<file path="src/sv/sb_pkg.sv">
// Package for the 512-bit GOST R 34.11-2012 hash block.
// Holds the S-box, the linear map rows, the round constants and the LPS function.
// Used by sb_datapath, sb_ctrl and streebog512_hash.
package sb_pkg;

   localparam int WORD_W = 64;
   localparam int WORDS = 8;
   localparam int STATE_W = WORD_W * WORDS;
   localparam int ROUNDS = 12;
   localparam int ROUND_W = 4;
   localparam int TAIL_W = 6;

   // Commands from the controller to the datapath.
   typedef struct packed {
      logic load_block;     // capture the message block and start a compression
      logic start_len;      // start the compression g_0(h, N)
      logic start_sum;      // start the compression g_0(h, Sigma)
      logic round;          // run one round
      logic finish;         // fold the result into the chain value
      logic clear;          // return h, N and Sigma to zero
      logic [ROUND_W-1:0] round_idx;
   } sb_cmd_type;

   typedef logic [7:0] sbox_arr_type [256];

   localparam sbox_arr_type SBOX = '{
      8'd252, 8'd238, 8'd221, 8'd17, 8'd207, 8'd110, 8'd49, 8'd22,
      8'd251, 8'd196, 8'd250, 8'd218, 8'd35, 8'd197, 8'd4, 8'd77,
      8'd233, 8'd119, 8'd240, 8'd219, 8'd147, 8'd46, 8'd153, 8'd186,
      8'd23, 8'd54, 8'd241, 8'd187, 8'd20, 8'd205, 8'd95, 8'd193,
      8'd249, 8'd24, 8'd101, 8'd90, 8'd226, 8'd92, 8'd239, 8'd33,
      8'd129, 8'd28, 8'd60, 8'd66, 8'd139, 8'd1, 8'd142, 8'd79,
      8'd5, 8'd132, 8'd2, 8'd174, 8'd227, 8'd106, 8'd143, 8'd160,
      8'd6, 8'd11, 8'd237, 8'd152, 8'd127, 8'd212, 8'd211, 8'd31,
      8'd235, 8'd52, 8'd44, 8'd81, 8'd234, 8'd200, 8'd72, 8'd171,
      8'd242, 8'd42, 8'd104, 8'd162, 8'd253, 8'd58, 8'd206, 8'd204,
      8'd181, 8'd112, 8'd14, 8'd86, 8'd8, 8'd12, 8'd118, 8'd18,
      8'd191, 8'd114, 8'd19, 8'd71, 8'd156, 8'd183, 8'd93, 8'd135,
      8'd21, 8'd161, 8'd150, 8'd41, 8'd16, 8'd123, 8'd154, 8'd199,
      8'd243, 8'd145, 8'd120, 8'd111, 8'd157, 8'd158, 8'd178, 8'd177,
      8'd50, 8'd117, 8'd25, 8'd61, 8'd255, 8'd53, 8'd138, 8'd126,
      8'd109, 8'd84, 8'd198, 8'd128, 8'd195, 8'd189, 8'd13, 8'd87,
      8'd223, 8'd245, 8'd36, 8'd169, 8'd62, 8'd168, 8'd67, 8'd201,
      8'd215, 8'd121, 8'd214, 8'd246, 8'd124, 8'd34, 8'd185, 8'd3,
      8'd224, 8'd15, 8'd236, 8'd222, 8'd122, 8'd148, 8'd176, 8'd188,
      8'd220, 8'd232, 8'd40, 8'd80, 8'd78, 8'd51, 8'd10, 8'd74,
      8'd167, 8'd151, 8'd96, 8'd115, 8'd30, 8'd0, 8'd98, 8'd68,
      8'd26, 8'd184, 8'd56, 8'd130, 8'd100, 8'd159, 8'd38, 8'd65,
      8'd173, 8'd69, 8'd70, 8'd146, 8'd39, 8'd94, 8'd85, 8'd47,
      8'd140, 8'd163, 8'd165, 8'd125, 8'd105, 8'd213, 8'd149, 8'd59,
      8'd7, 8'd88, 8'd179, 8'd64, 8'd134, 8'd172, 8'd29, 8'd247,
      8'd48, 8'd55, 8'd107, 8'd228, 8'd136, 8'd217, 8'd231, 8'd137,
      8'd225, 8'd27, 8'd131, 8'd73, 8'd76, 8'd63, 8'd248, 8'd254,
      8'd141, 8'd83, 8'd170, 8'd144, 8'd202, 8'd216, 8'd133, 8'd97,
      8'd32, 8'd113, 8'd103, 8'd164, 8'd45, 8'd43, 8'd9, 8'd91,
      8'd203, 8'd155, 8'd37, 8'd208, 8'd190, 8'd229, 8'd108, 8'd82,
      8'd89, 8'd166, 8'd116, 8'd210, 8'd230, 8'd244, 8'd180, 8'd192,
      8'd209, 8'd102, 8'd175, 8'd194, 8'd57, 8'd75, 8'd99, 8'd182
   };

   typedef logic [WORD_W-1:0] lin_arr_type [64];

   localparam lin_arr_type LIN_ROWS = '{
      64'h8e20faa72ba0b470, 64'h47107ddd9b505a38, 64'had08b0e0c3282d1c, 64'hd8045870ef14980e,
      64'h6c022c38f90a4c07, 64'h3601161cf205268d, 64'h1b8e0b0e798c13c8, 64'h83478b07b2468764,
      64'ha011d380818e8f40, 64'h5086e740ce47c920, 64'h2843fd2067adea10, 64'h14aff010bdd87508,
      64'h0ad97808d06cb404, 64'h05e23c0468365a02, 64'h8c711e02341b2d01, 64'h46b60f011a83988e,
      64'h90dab52a387ae76f, 64'h486dd4151c3dfdb9, 64'h24b86a840e90f0d2, 64'h125c354207487869,
      64'h092e94218d243cba, 64'h8a174a9ec8121e5d, 64'h4585254f64090fa0, 64'haccc9ca9328a8950,
      64'h9d4df05d5f661451, 64'hc0a878a0a1330aa6, 64'h60543c50de970553, 64'h302a1e286fc58ca7,
      64'h18150f14b9ec46dd, 64'h0c84890ad27623e0, 64'h0642ca05693b9f70, 64'h0321658cba93c138,
      64'h86275df09ce8aaa8, 64'h439da0784e745554, 64'hafc0503c273aa42a, 64'hd960281e9d1d5215,
      64'he230140fc0802984, 64'h71180a8960409a42, 64'hb60c05ca30204d21, 64'h5b068c651810a89e,
      64'h456c34887a3805b9, 64'hac361a443d1c8cd2, 64'h561b0d22900e4669, 64'h2b838811480723ba,
      64'h9bcf4486248d9f5d, 64'hc3e9224312c8c1a0, 64'heffa11af0964ee50, 64'hf97d86d98a327728,
      64'he4fa2054a80b329c, 64'h727d102a548b194e, 64'h39b008152acb8227, 64'h9258048415eb419d,
      64'h492c024284fbaec0, 64'haa16012142f35760, 64'h550b8e9e21f7a530, 64'ha48b474f9ef5dc18,
      64'h70a6a56e2440598e, 64'h3853dc371220a247, 64'h1ca76e95091051ad, 64'h0edd37c48a08a6d8,
      64'h07e095624504536c, 64'h8d70c431ac02a736, 64'hc83862965601dd1b, 64'h641c314b2b8ee083
   };

   typedef logic [STATE_W-1:0] rc_arr_type [ROUNDS];

   // Round constants, word 0 in the top bits.
   localparam rc_arr_type ROUND_CONST = '{
      {64'hb1085bda1ecadae9, 64'hebcb2f81c0657c1f, 64'h2f6a76432e45d016, 64'h714eb88d7585c4fc,
       64'h4b7ce09192676901, 64'ha2422a08a460d315, 64'h05767436cc744d23, 64'hdd806559f2a64507},
      {64'h6fa3b58aa99d2f1a, 64'h4fe39d460f70b5d7, 64'hf3feea720a232b98, 64'h61d55e0f16b50131,
       64'h9ab5176b12d69958, 64'h5cb561c2db0aa7ca, 64'h55dda21bd7cbcd56, 64'he679047021b19bb7},
      {64'hf574dcac2bce2fc7, 64'h0a39fc286a3d8435, 64'h06f15e5f529c1f8b, 64'hf2ea7514b1297b7b,
       64'hd3e20fe490359eb1, 64'hc1c93a376062db09, 64'hc2b6f443867adb31, 64'h991e96f50aba0ab2},
      {64'hef1fdfb3e81566d2, 64'hf948e1a05d71e4dd, 64'h488e857e335c3c7d, 64'h9d721cad685e353f,
       64'ha9d72c82ed03d675, 64'hd8b71333935203be, 64'h3453eaa193e837f1, 64'h220cbebc84e3d12e},
      {64'h4bea6bacad474799, 64'h9a3f410c6ca92363, 64'h7f151c1f1686104a, 64'h359e35d7800fffbd,
       64'hbfcd1747253af5a3, 64'hdfff00b723271a16, 64'h7a56a27ea9ea63f5, 64'h601758fd7c6cfe57},
      {64'hae4faeae1d3ad3d9, 64'h6fa4c33b7a3039c0, 64'h2d66c4f95142a46c, 64'h187f9ab49af08ec6,
       64'hcffaa6b71c9ab7b4, 64'h0af21f66c2bec6b6, 64'hbf71c57236904f35, 64'hfa68407a46647d6e},
      {64'hf4c70e16eeaac5ec, 64'h51ac86febf240954, 64'h399ec6c7e6bf87c9, 64'hd3473e33197a93c9,
       64'h0992abc52d822c37, 64'h06476983284a0504, 64'h3517454ca23c4af3, 64'h8886564d3a14d493},
      {64'h9b1f5b424d93c9a7, 64'h03e7aa020c6e4141, 64'h4eb7f8719c36de1e, 64'h89b4443b4ddbc49a,
       64'hf4892bcb929b0690, 64'h69d18d2bd1a5c42f, 64'h36acc2355951a8d9, 64'ha47f0dd4bf02e71e},
      {64'h378f5a541631229b, 64'h944c9ad8ec165fde, 64'h3a7d3a1b25894224, 64'h3cd955b7e00d0984,
       64'h800a440bdbb2ceb1, 64'h7b2b8a9aa6079c54, 64'h0e38dc92cb1f2a60, 64'h7261445183235adb},
      {64'habbedea680056f52, 64'h382ae548b2e4f3f3, 64'h8941e71cff8a78db, 64'h1fffe18a1b336103,
       64'h9fe76702af69334b, 64'h7a1e6c303b7652f4, 64'h3698fad1153bb6c3, 64'h74b4c7fb98459ced},
      {64'h7bcd9ed0efc889fb, 64'h3002c6cd635afe94, 64'hd8fa6bbbebab0761, 64'h2001802114846679,
       64'h8a1d71efea48b9ca, 64'hefbacd1d7d476e98, 64'hdea2594ac06fd85d, 64'h6bcaa4cd81f32d1b},
      {64'h378ee767f11631ba, 64'hd21380b00449b17a, 64'hcda43c32bcdf1d77, 64'hf82012d430219f9b,
       64'h5d80ef9d1891cc86, 64'he71da4aa88e12852, 64'hfaf417d5d9b21b99, 64'h48bc924af11bd720}
   };

   // One LPS transform over a 512-bit value, word 0 in the top bits.
   function automatic logic [STATE_W-1:0] lps(input logic [STATE_W-1:0] v);
      logic [STATE_W-1:0] res;
      logic [WORD_W-1:0] t;
      logic [WORD_W-1:0] acc;
      logic [7:0] b;
      res = '0;
      for (int i = 0; i < WORDS; i++) begin
         t = '0;
         for (int j = 0; j < WORDS; j++) begin
            b = v[STATE_W - 1 - WORD_W*j - 8*i -: 8];
            t[WORD_W - 1 - 8*j -: 8] = SBOX[b];
         end
         acc = '0;
         for (int k = 0; k < 64; k++) begin
            if (t[63 - k]) begin
               acc = acc ^ LIN_ROWS[k];
            end
         end
         res[STATE_W - 1 - WORD_W*i -: WORD_W] = acc;
      end
      return res;
   endfunction

endpackage

</file>
<file path="src/sv/sb_ctrl.sv">
// Controller of the hash block: sequences the rounds of up to three
// compressions per item and runs the input and output handshakes.
// Depends on sb_pkg.
module sb_ctrl (
   input  logic                 clock,
   input  logic                 reset,
   input  logic                 in_valid,
   input  logic                 in_final,
   output logic                 in_ready,
   output logic                 out_valid,
   input  logic                 out_ready,
   output logic                 out_load,
   output sb_pkg::sb_cmd_type   cmd
);

   typedef enum logic [2:0] {
      ST_IDLE,
      ST_ROUND,
      ST_FOLD,
      ST_WAIT
   } state_type;

   typedef enum logic [1:0] {
      PH_MSG,
      PH_LEN,
      PH_SUM
   } phase_type;

   state_type state_ff;
   phase_type phase_ff;
   logic final_ff;
   logic [sb_pkg::ROUND_W-1:0] rnd_ff;
   logic out_valid_ff;

   assign in_ready  = (state_ff == ST_IDLE);
   assign out_valid = out_valid_ff;

   always_comb begin
      cmd = '0;
      cmd.round_idx = rnd_ff;
      cmd.load_block = in_valid && in_ready;
      cmd.round = (state_ff == ST_ROUND);
      cmd.finish = (state_ff == ST_FOLD);
      cmd.start_len = (state_ff == ST_FOLD) && final_ff && (phase_ff == PH_MSG);
      cmd.start_sum = (state_ff == ST_FOLD) && final_ff && (phase_ff == PH_LEN);
      cmd.clear = out_valid_ff && out_ready;
   end

   // Marks the final fold of the chain value; the top level captures the digest after it.
   assign out_load = (state_ff == ST_FOLD) && (phase_ff == PH_SUM);

   always_ff @(posedge clock) begin
      if (reset) begin
         state_ff     <= ST_IDLE;
         phase_ff     <= PH_MSG;
         final_ff     <= 1'b0;
         rnd_ff       <= '0;
         out_valid_ff <= 1'b0;
      end else begin
         case (state_ff)
            ST_IDLE: begin
               if (in_valid) begin
                  state_ff <= ST_ROUND;
                  phase_ff <= PH_MSG;
                  final_ff <= in_final;
                  rnd_ff   <= '0;
               end
            end
            ST_ROUND: begin
               if (rnd_ff == sb_pkg::ROUNDS[sb_pkg::ROUND_W-1:0] - 1'b1) begin
                  rnd_ff   <= '0;
                  state_ff <= ST_FOLD;
               end else begin
                  rnd_ff <= rnd_ff + 1'b1;
               end
            end
            ST_FOLD: begin
               rnd_ff <= '0;
               case (phase_ff)
                  PH_MSG: begin
                     if (final_ff) begin
                        phase_ff <= PH_LEN;
                        state_ff <= ST_ROUND;
                     end else begin
                        state_ff <= ST_IDLE;
                     end
                  end
                  PH_LEN: begin
                     phase_ff <= PH_SUM;
                     state_ff <= ST_ROUND;
                  end
                  default: begin
                     state_ff     <= ST_WAIT;
                     out_valid_ff <= 1'b1;
                  end
               endcase
            end
            ST_WAIT: begin
               if (out_ready) begin
                  out_valid_ff <= 1'b0;
                  state_ff     <= ST_IDLE;
               end
            end
            default: state_ff <= ST_IDLE;
         endcase
      end
   end

`ifndef SYNTHESIS
   a_result_only_in_wait: assert property (@(posedge clock) disable iff (reset)
      out_valid_ff |-> (state_ff == ST_WAIT))
      else $error("result shown outside the wait state");
   a_no_accept_busy: assert property (@(posedge clock) disable iff (reset)
      (state_ff != ST_IDLE) |-> !cmd.load_block)
      else $error("block loaded while busy");
   a_round_bound: assert property (@(posedge clock) disable iff (reset)
      (state_ff == ST_ROUND) |-> (rnd_ff < sb_pkg::ROUNDS[sb_pkg::ROUND_W-1:0]))
      else $error("round counter out of range");
   a_fold_after_last: assert property (@(posedge clock) disable iff (reset)
      (state_ff == ST_FOLD) |-> $past(state_ff == ST_ROUND))
      else $error("fold without rounds");
`endif

endmodule

</file>
<file path="config.mk">
export PLATFORM = sky130hd
export DESIGN_NAME = sb_ctrl
export DESIGN_NICKNAME = d
export VERILOG_FILES = /design/src/sv/sb_pkg.sv /design/src/sv/sb_ctrl.sv
export SDC_FILE = /design/constraint.sdc
export NUM_CORES = 1
export LEC_CHECK = 0
export ABC_AREA = 1
export BUFFER_PORTS_ARGS = -buffer_cell sky130_fd_sc_hd__buf_4
export CORE_AREA = 2 2 40 42
export CTS_BUF_LIST = sky130_fd_sc_hd__clkbuf_16
export DETAILED_ROUTE_END_ITERATION = 12
export DIE_AREA = 0 0 42 44
export PLACE_DENSITY = 0.74
export SETUP_SLACK_MARGIN = 0.02
export SYNTH_ARGS = -nofsm -noshare
export SYNTH_HDL_FRONTEND = slang
export SYNTH_SLANG_ARGS = --single-unit
export TNS_END_PERCENT = 1
</file>
<file path="constraint.sdc">
create_clock -name clock -period 1.2 [get_ports clock]
set_clock_uncertainty 0.05 [all_clocks]
set_input_delay 0.06 -clock clock [delete_from_list [all_inputs] [get_ports clock]]
set_output_delay 0.06 -clock clock [all_outputs]
set_load 0.1 [all_outputs]
</file>
* After elaboration in Yosys (flattened, before gate mapping)
Cells that the tools add are included.
Operators by class: $add $sub $neg 1, equal/unequal tests 12, muxes and demuxes 16, reduce and logical (&&, ||, !) cells 17
Operator list (count):
- $pmux 3 s4 | 1
- $pmux 4 s3 | 1
- $mux 3 | 3
- $mux 4 | 2
- $pmux 2 s2 | 2
- $eq 3x2->1 const B | 2
- $logic_and 1x1->1 | 6
- $ne 2x2->1 const B | 3
- $pmux 3 s2 | 1
- $reduce_and 3->1 | 2
- $add 4x1->4 const B | 1
- $eq 4x4->1 const B | 1
- $mux 2 | 2
- $reduce_and 2->1 | 2
- $reduce_and 4->1 | 1
- $reduce_bool 2->1 | 2
- $eq 3x1->1 const B | 1
- $logic_not 3->1 | 1
- $mux 1 | 3
- $ne 3x1->1 const B | 1
- $ne 3x3->1 const B | 1
- $reduce_bool 3->1 | 1
- $eq 2x1->1 const B | 1
- $eq 2x2->1 const B | 1
- other kinds (4) | 4
Storage, ports and cells: flip-flop bits (word level) 11, bits of input ports 5, output and inout port bits 13, logic and storage cells 51

* Depth between registers and ports, before layout
Gate-level depths: netlist of the first run.
depth in word-level cells 4, gate-level depth with buffers 8, mapped depth without buffers 8

* Least setup slack after synthesis of the first run
Ideal clock, no wire load.
kind reg2out, from register state_ff[1], to output cmd[7] (netlist name), arrival 3.220 ns, data required time 1.090 ns, slack -2.130 ns, stages on the path, launching flop included 5, path buffers 0, cell sequence dfxtp_1 > inv_2 > nor2_4 > inv_1 > nor3_1
RTL lines:
- start: declaration | RTL line sb_ctrl.sv:29 | state_type state_ff;
- start signal: assignment | RTL line sb_ctrl.sv:54 | state_ff <= ST_IDLE;
- start signal: assignment | RTL line sb_ctrl.sv:63 | state_ff <= ST_ROUND;
- start signal: assignment | RTL line sb_ctrl.sv:72 | state_ff <= ST_FOLD;
- end: declaration | RTL line sb_ctrl.sv:13 | output sb_pkg::sb_cmd_type cmd

==> results.json, run 1 <==
{
  "cp_max_fo": 4,
  "cts_tree": "yes",
  "netlist_instances": 85,
  "io_buffers": 17,
  "violations": "setup timing",
  "worst_ir_drop_vdd_uv": 879,
  "vias": 698,
  "maxCapViolations": 0,
  "dp_cells": 126,
  "cp_top_family": "flip-flops",
  "grt_max_degree": 7,
  "cts_buffers": 3,
  "reg2reg_from": "state_ff[1]",
  "tightest_slew_ns": 0.282,
  "area_growth_syn_to_layout_pct": 81.3,
  "outcome": "finished with violations",
  "dieHeight_microns": 44,
  "min_period_ns": 1.48,
  "drc": 0,
  "dp_hpwl_microns": 1040,
  "fin_ws_ns": -0.275,
  "grt_pass1_vias": 665,
  "utilization": 0.720,
  "crit_required_ns": 1.09,
  "initial_core_util": 0.397,
  "hp-start": "out_ready",
  "grt_pass1_wl_microns": 2760,
  "drt_iter0_drc": 20,
  "grt-ovfl-total": 0,
  "grtUsageTotal": 0.208,
  "ys_ff_latch": 10,
  "postSynthAreaPerCell_sq_um": 6.62,
  "drv_slew": 0,
  "htreeDepth": 1,
  "hold_violations": 0,
  "rsz0062_at_grt": "true",
  "die_w_microns": 42,
  "crit_chain": "inv_4 > nor2_4 > buf_4 > nand2_2 > nor2_4 > buf_12",
  "drtAntennaViolNets": 0,
  "wire_per_inst_microns": 13.4,
  "fp-row-count": 14,
  "cp.arrival_ns": 1.37,
  "total_power_uw": 1570,
  "viasPerCell": 5.21,
  "max_slew_margin": 0.814,
  "critPathKind": "reg -> out",
  "hold_class": "in -> reg",
  "gp_congestion": 0.856,
  "p_leak_uw": 0.000495,
  "worst-path-buf-inv": 3,
  "multiInputGateArea_sq_um": 368,
  "setup_viol": 8,
  "max_freq_ghz": 0.678,
  "fin_cells": 134,
  "synth_nets": 91,
  "yosys.cell_types.count": 16,
  "nNetsFinal": 125,
  "core_area_sq_um": 1420,
  "drive_above_1_share": 0.466,
  "fp.dieArea_sq_um": 1850,
  "layout_commonest_cell": "buf_4",
  "dr.pass1.iters": 4,
  "n_antenna_cell": 0,
  "io_pins": 18,
  "cts_sinks": 10,
  "synth_seq_area_share": 0.356,
  "crit_start": "state_ff[1]",
  "synth_area_sq_um": 563,
  "clockRootBuffer": "clkbuf_16",
  "clkLatencyLatePin_ns": 0.24,
  "antenna_found_initial": 0,
  "clk_pin_slew_ns": 0.04,
  "p_per_area_nw_per_um2": 1540,
  "register_area_sq_um": 209,
  "cp-end-kind": "primary output",
  "final_cell_mix": "21 x buf_4, 16 x nand2_1, 9 x inv_1, 9 x nand3_1",
  "crit_top_cell": "nor2_4",
  "worstSetupStartpointType": "flop",
  "fillers": 103,
  "period_share": 1.23,
  "clockBufferDepth": 2,
  "max_stage_delay_ns": 0.38,
  "slowest_stage": "dfxtp_4",
  "ys_warn_count": 0,
  "routed_wl_microns": 1800
}
## where the power goes
group	switching [uW]	internal (uW)	leakage, uW
Clock	162	437	0.0000385
Sequential	32.6	363	0.0000834
Combinational	380	198	0.000373
Total	575	998	0.000495
## tightest hold or removal path: stages
cell     delay [ns]
buf_4          0.08
inv_1          0.04
nand3_1        0.08
a21oi_1        0.07
## path summary, 6_finish.rpt
path	end	slack, ns	cells past startpoint
hold / removal	state_ff[1]	0.09	4
setup / recovery	cmd[8]	-0.28	6
setup reg to reg	phase_ff[1]	-0.07	8
hold reg to reg	out_valid	0.44	2
## cell families (layout without fill, tap and decap cells)
kind of cell             Yosys count  after routing  share of synthesized area
AO/OA/AOI/OAI                     10             10                     0.0933
XOR/XNOR                           2              2                     0.0311
adder cells (fa/ha/maj)            1              1                     0.0222
buffers and inverters             13             46                     0.0867
flip-flops                        10             10                      0.356
AND/OR/NAND/NOR                   49             49                      0.411
## sequential cells by signal (all words and copies together), names as in the netlist
register   count
out_valid      1
final_ff       1
state_ff       2
phase_ff       2
rnd_ff         4
## per-layer routing
layer / track usage / vias up / wire length [microns]
li1: - / 334 / -
met1: 0.198 / 327 / 669
met2: 0.388 / 24 / 997
met3: 0.0250 / 13 / 41
met4: 0.194 / 0 / 94
met5: 0 / - / 0
## per-stage QoR
step | setup slack, ns | area [sq um] | hold slack (ns) | TNS (ns)
floorplan | -0.803 | 591 | 0.0694 | -8.56
global placement | -0.0169 | 798 | 0.219 | -0.0169
detailed placement | -0.0678 | 798 | 0.214 | -0.0840
CTS | -0.206 | 991 | 0.0603 | -0.644
global route | -0.305 | 1020 | 0.126 | -1.35
finish | -0.275 | 1020 | 0.0863 | -1.01
## synthesized netlist by cell type, drive strengths merged
cell / n / share of area
nand3: 10 / 0.089
o21bai: 1 / 0.013
xor2: 2 / 0.031
nand3b: 1 / 0.013
inv: 13 / 0.087
ha: 1 / 0.022
o21ai: 2 / 0.018
nor2: 13 / 0.12
nand2: 24 / 0.18
dfxtp: 10 / 0.36
a21oi: 7 / 0.062
nor3: 1 / 0.0089
## layout make-up
cell class              instances  area share
multi-input cells              62       0.360
repair buffers                 29       0.288
flip-flops and latches         10       0.205
clock buffers                   3      0.0735
inverters                      13      0.0502
well taps                      16      0.0196
clock inverters                 1     0.00368
## timing repair
action | 4_1_cts | 5_1_grt
setup endpoints to repair | 9 | 13
gates cloned | 0 | 0
pin swaps | 3 | 3
endpoints found under the hold margin | 4 | 0
hold buffers | 1 | 0
setup buffers | 3 | 0
gates resized for setup | 21 | 12
No activity file was read; power rests on OpenSTA's default activity.
==> run 2, diff against run 1 <==
Settings changed: SKIP_LAST_GASP set to 1.
==> results.json, run 2 (synthesized netlist as in run 1, its figures left out) <==
{
  "drive_above_1_share": 0.412,
  "fin_cells": 135,
  "critPathKind": "reg -> out",
  "hold_class": "in -> reg",
  "cp_max_fo": 4,
  "slowest_stage": "dfxtp_4",
  "tightest_slew_ns": 0.282,
  "vias": 662,
  "largest_register": "rnd_ff",
  "final_cell_mix": "25 x buf_4, 18 x nand2_1, 11 x inv_1, 9 x nand3_1",
  "grt_pass1_vias": 571,
  "max_freq_ghz": 0.693,
  "pre_cts_slack_ns": -0.0678,
  "fp-row-count": 14,
  "cts_sinks": 10,
  "p_per_area_nw_per_um2": 1560,
  "gp_congestion": 0.856,
  "rsz0062_at_grt": "true",
  "drtAntennaViolNets": 0,
  "grt-ovfl-total": 0,
  "clk_pin_slew_ns": 0.04,
  "drv_slew": 0,
  "period_share": 1.20,
  "setup_viol": 9,
  "crit_required_ns": 1.09,
  "area_growth_syn_to_layout_pct": 71.3,
  "cts_tree": "yes",
  "clkLatencyLatePin_ns": 0.24,
  "cp-end-kind": "primary output",
  "register_area_sq_um": 205,
  "htreeDepth": 1,
  "crit_chain": "inv_4 > nor2_4 > nand2_2 > nand2_4 > nand2_4 > nor2_4 > buf_12",
  "dieHeight_microns": 44,
  "min_period_ns": 1.44,
  "multiInputGateArea_sq_um": 358,
  "routed_wl_microns": 1490,
  "p_leak_uw": 0.000488,
  "worst_ir_drop_vdd_uv": 869,
  "layout_commonest_cell": "buf_4",
  "cp.arrival_ns": 1.33,
  "outcome": "finished with violations",
  "maxCapViolations": 0,
  "n_antenna_cell": 0,
  "drc": 0,
  "die_w_microns": 42,
  "dp_cells": 126,
  "clockBufferDepth": 2,
  "grtUsageTotal": 0.179,
  "core_area_sq_um": 1420,
  "wire_per_inst_microns": 11.0,
  "antenna_found_initial": 0,
  "fillers": 113,
  "grt_pass1_wl_microns": 2380,
  "worstSetupStartpointType": "flop",
  "viasPerCell": 4.90,
  "grt_max_degree": 7,
  "hold_violations": 0,
  "cp_top_family": "simple AND/OR/NAND/NOR gates",
  "drt_iter0_drc": 18,
  "fin_ws_ns": -0.242,
  "top_regs": "rnd_ff (4), phase_ff (2), state_ff (2)",
  "worst-path-buf-inv": 2,
  "io_pins": 18,
  "clockRootBuffer": "clkbuf_16",
  "largest_register_ffs": 4,
  "max_stage_delay_ns": 0.37,
  "dr.pass1.iters": 4,
  "nNetsFinal": 126,
  "timing.hold.ws_ns": 0.0923,
  "io_buffers": 17,
  "violations": "setup timing",
  "dp_hpwl_microns": 1040,
  "fp.dieArea_sq_um": 1850,
  "cts_buffers": 3,
  "max_slew_margin": 0.814,
  "initial_core_util": 0.397
}
==> run 2: tightest hold or removal path: cells and delay by family <==
family	cells	cell delay, ns
compound gates	1	0.07
buf+inv	2	0.12
simple gates	1	0.08
==> run 2: report_power, final <==
group | switching [uW] | leakage, uW | internal, uW | total [uW]
Sequential | 27.8 | 0.0000827 | 362 | 389
Clock | 155 | 0.0000385 | 437 | 592
Combinational | 360 | 0.000367 | 166 | 526
Total | 543 | 0.000488 | 964 | 1510
==> run 2: layout make-up <==
| class | instances | area share |
|---|---|---|
| Tap cell | 16 | 0.0208 |
| Timing Repair Buffer | 30 | 0.261 |
| Multi-Input combinational cell | 62 | 0.371 |
| Clock inverter | 1 | 0.00389 |
| Inverter | 13 | 0.0532 |
| Sequential cell | 10 | 0.213 |
| Clock buffer | 3 | 0.0778 |
==> run 2: worst paths after layout <==
kind / startpoint / depth (start not counted) / slack, ns / endpoint
max: state_ff[1] / 7 / -0.24 / cmd[8]
min: out_ready / 4 / 0.09 / state_ff[1]
max reg2reg: state_ff[1] / 9 / -0.19 / phase_ff[1]
min reg2reg: out_valid / 2 / 0.44 / out_valid
==> run 2: through the flow <==
stage | TNS, ns | total power (uW) | utilization | instance area [sq um]
6_report | -1.25 | 1510 | 0.680 | 965
2_1_floorplan | -8.56 | 737 | - | 591
3_5_place_dp | -0.0840 | 864 | 0.563 | 798
4_1_cts | -0.972 | 1490 | 0.656 | 931
5_1_grt | -1.95 | 1570 | 0.680 | 965
3_3_place_gp | -0.0169 | 857 | 0.563 | 798
==> run 2: timing repair <==
item,4_1_cts,5_1_grt
pin swaps,3,3
setup endpoints to repair,9,13
buffers inserted,3,1
endpoints found under the hold margin,4,0
hold buffers,1,0
gates resized for setup,6,7
==> run 2: metal layers <==
| metal | vias up | GRT usage | part of all wire |
|---|---|---|---|
| met1 | 301 | 0.180 | 0.40 |
| li1 | 338 | - | - |
| met5 | - | 0 | 0 |
| met3 | 4 | 0.0250 | 0.038 |
| met2 | 19 | 0.334 | 0.53 |
| met4 | 0 | 0.135 | 0.028 |
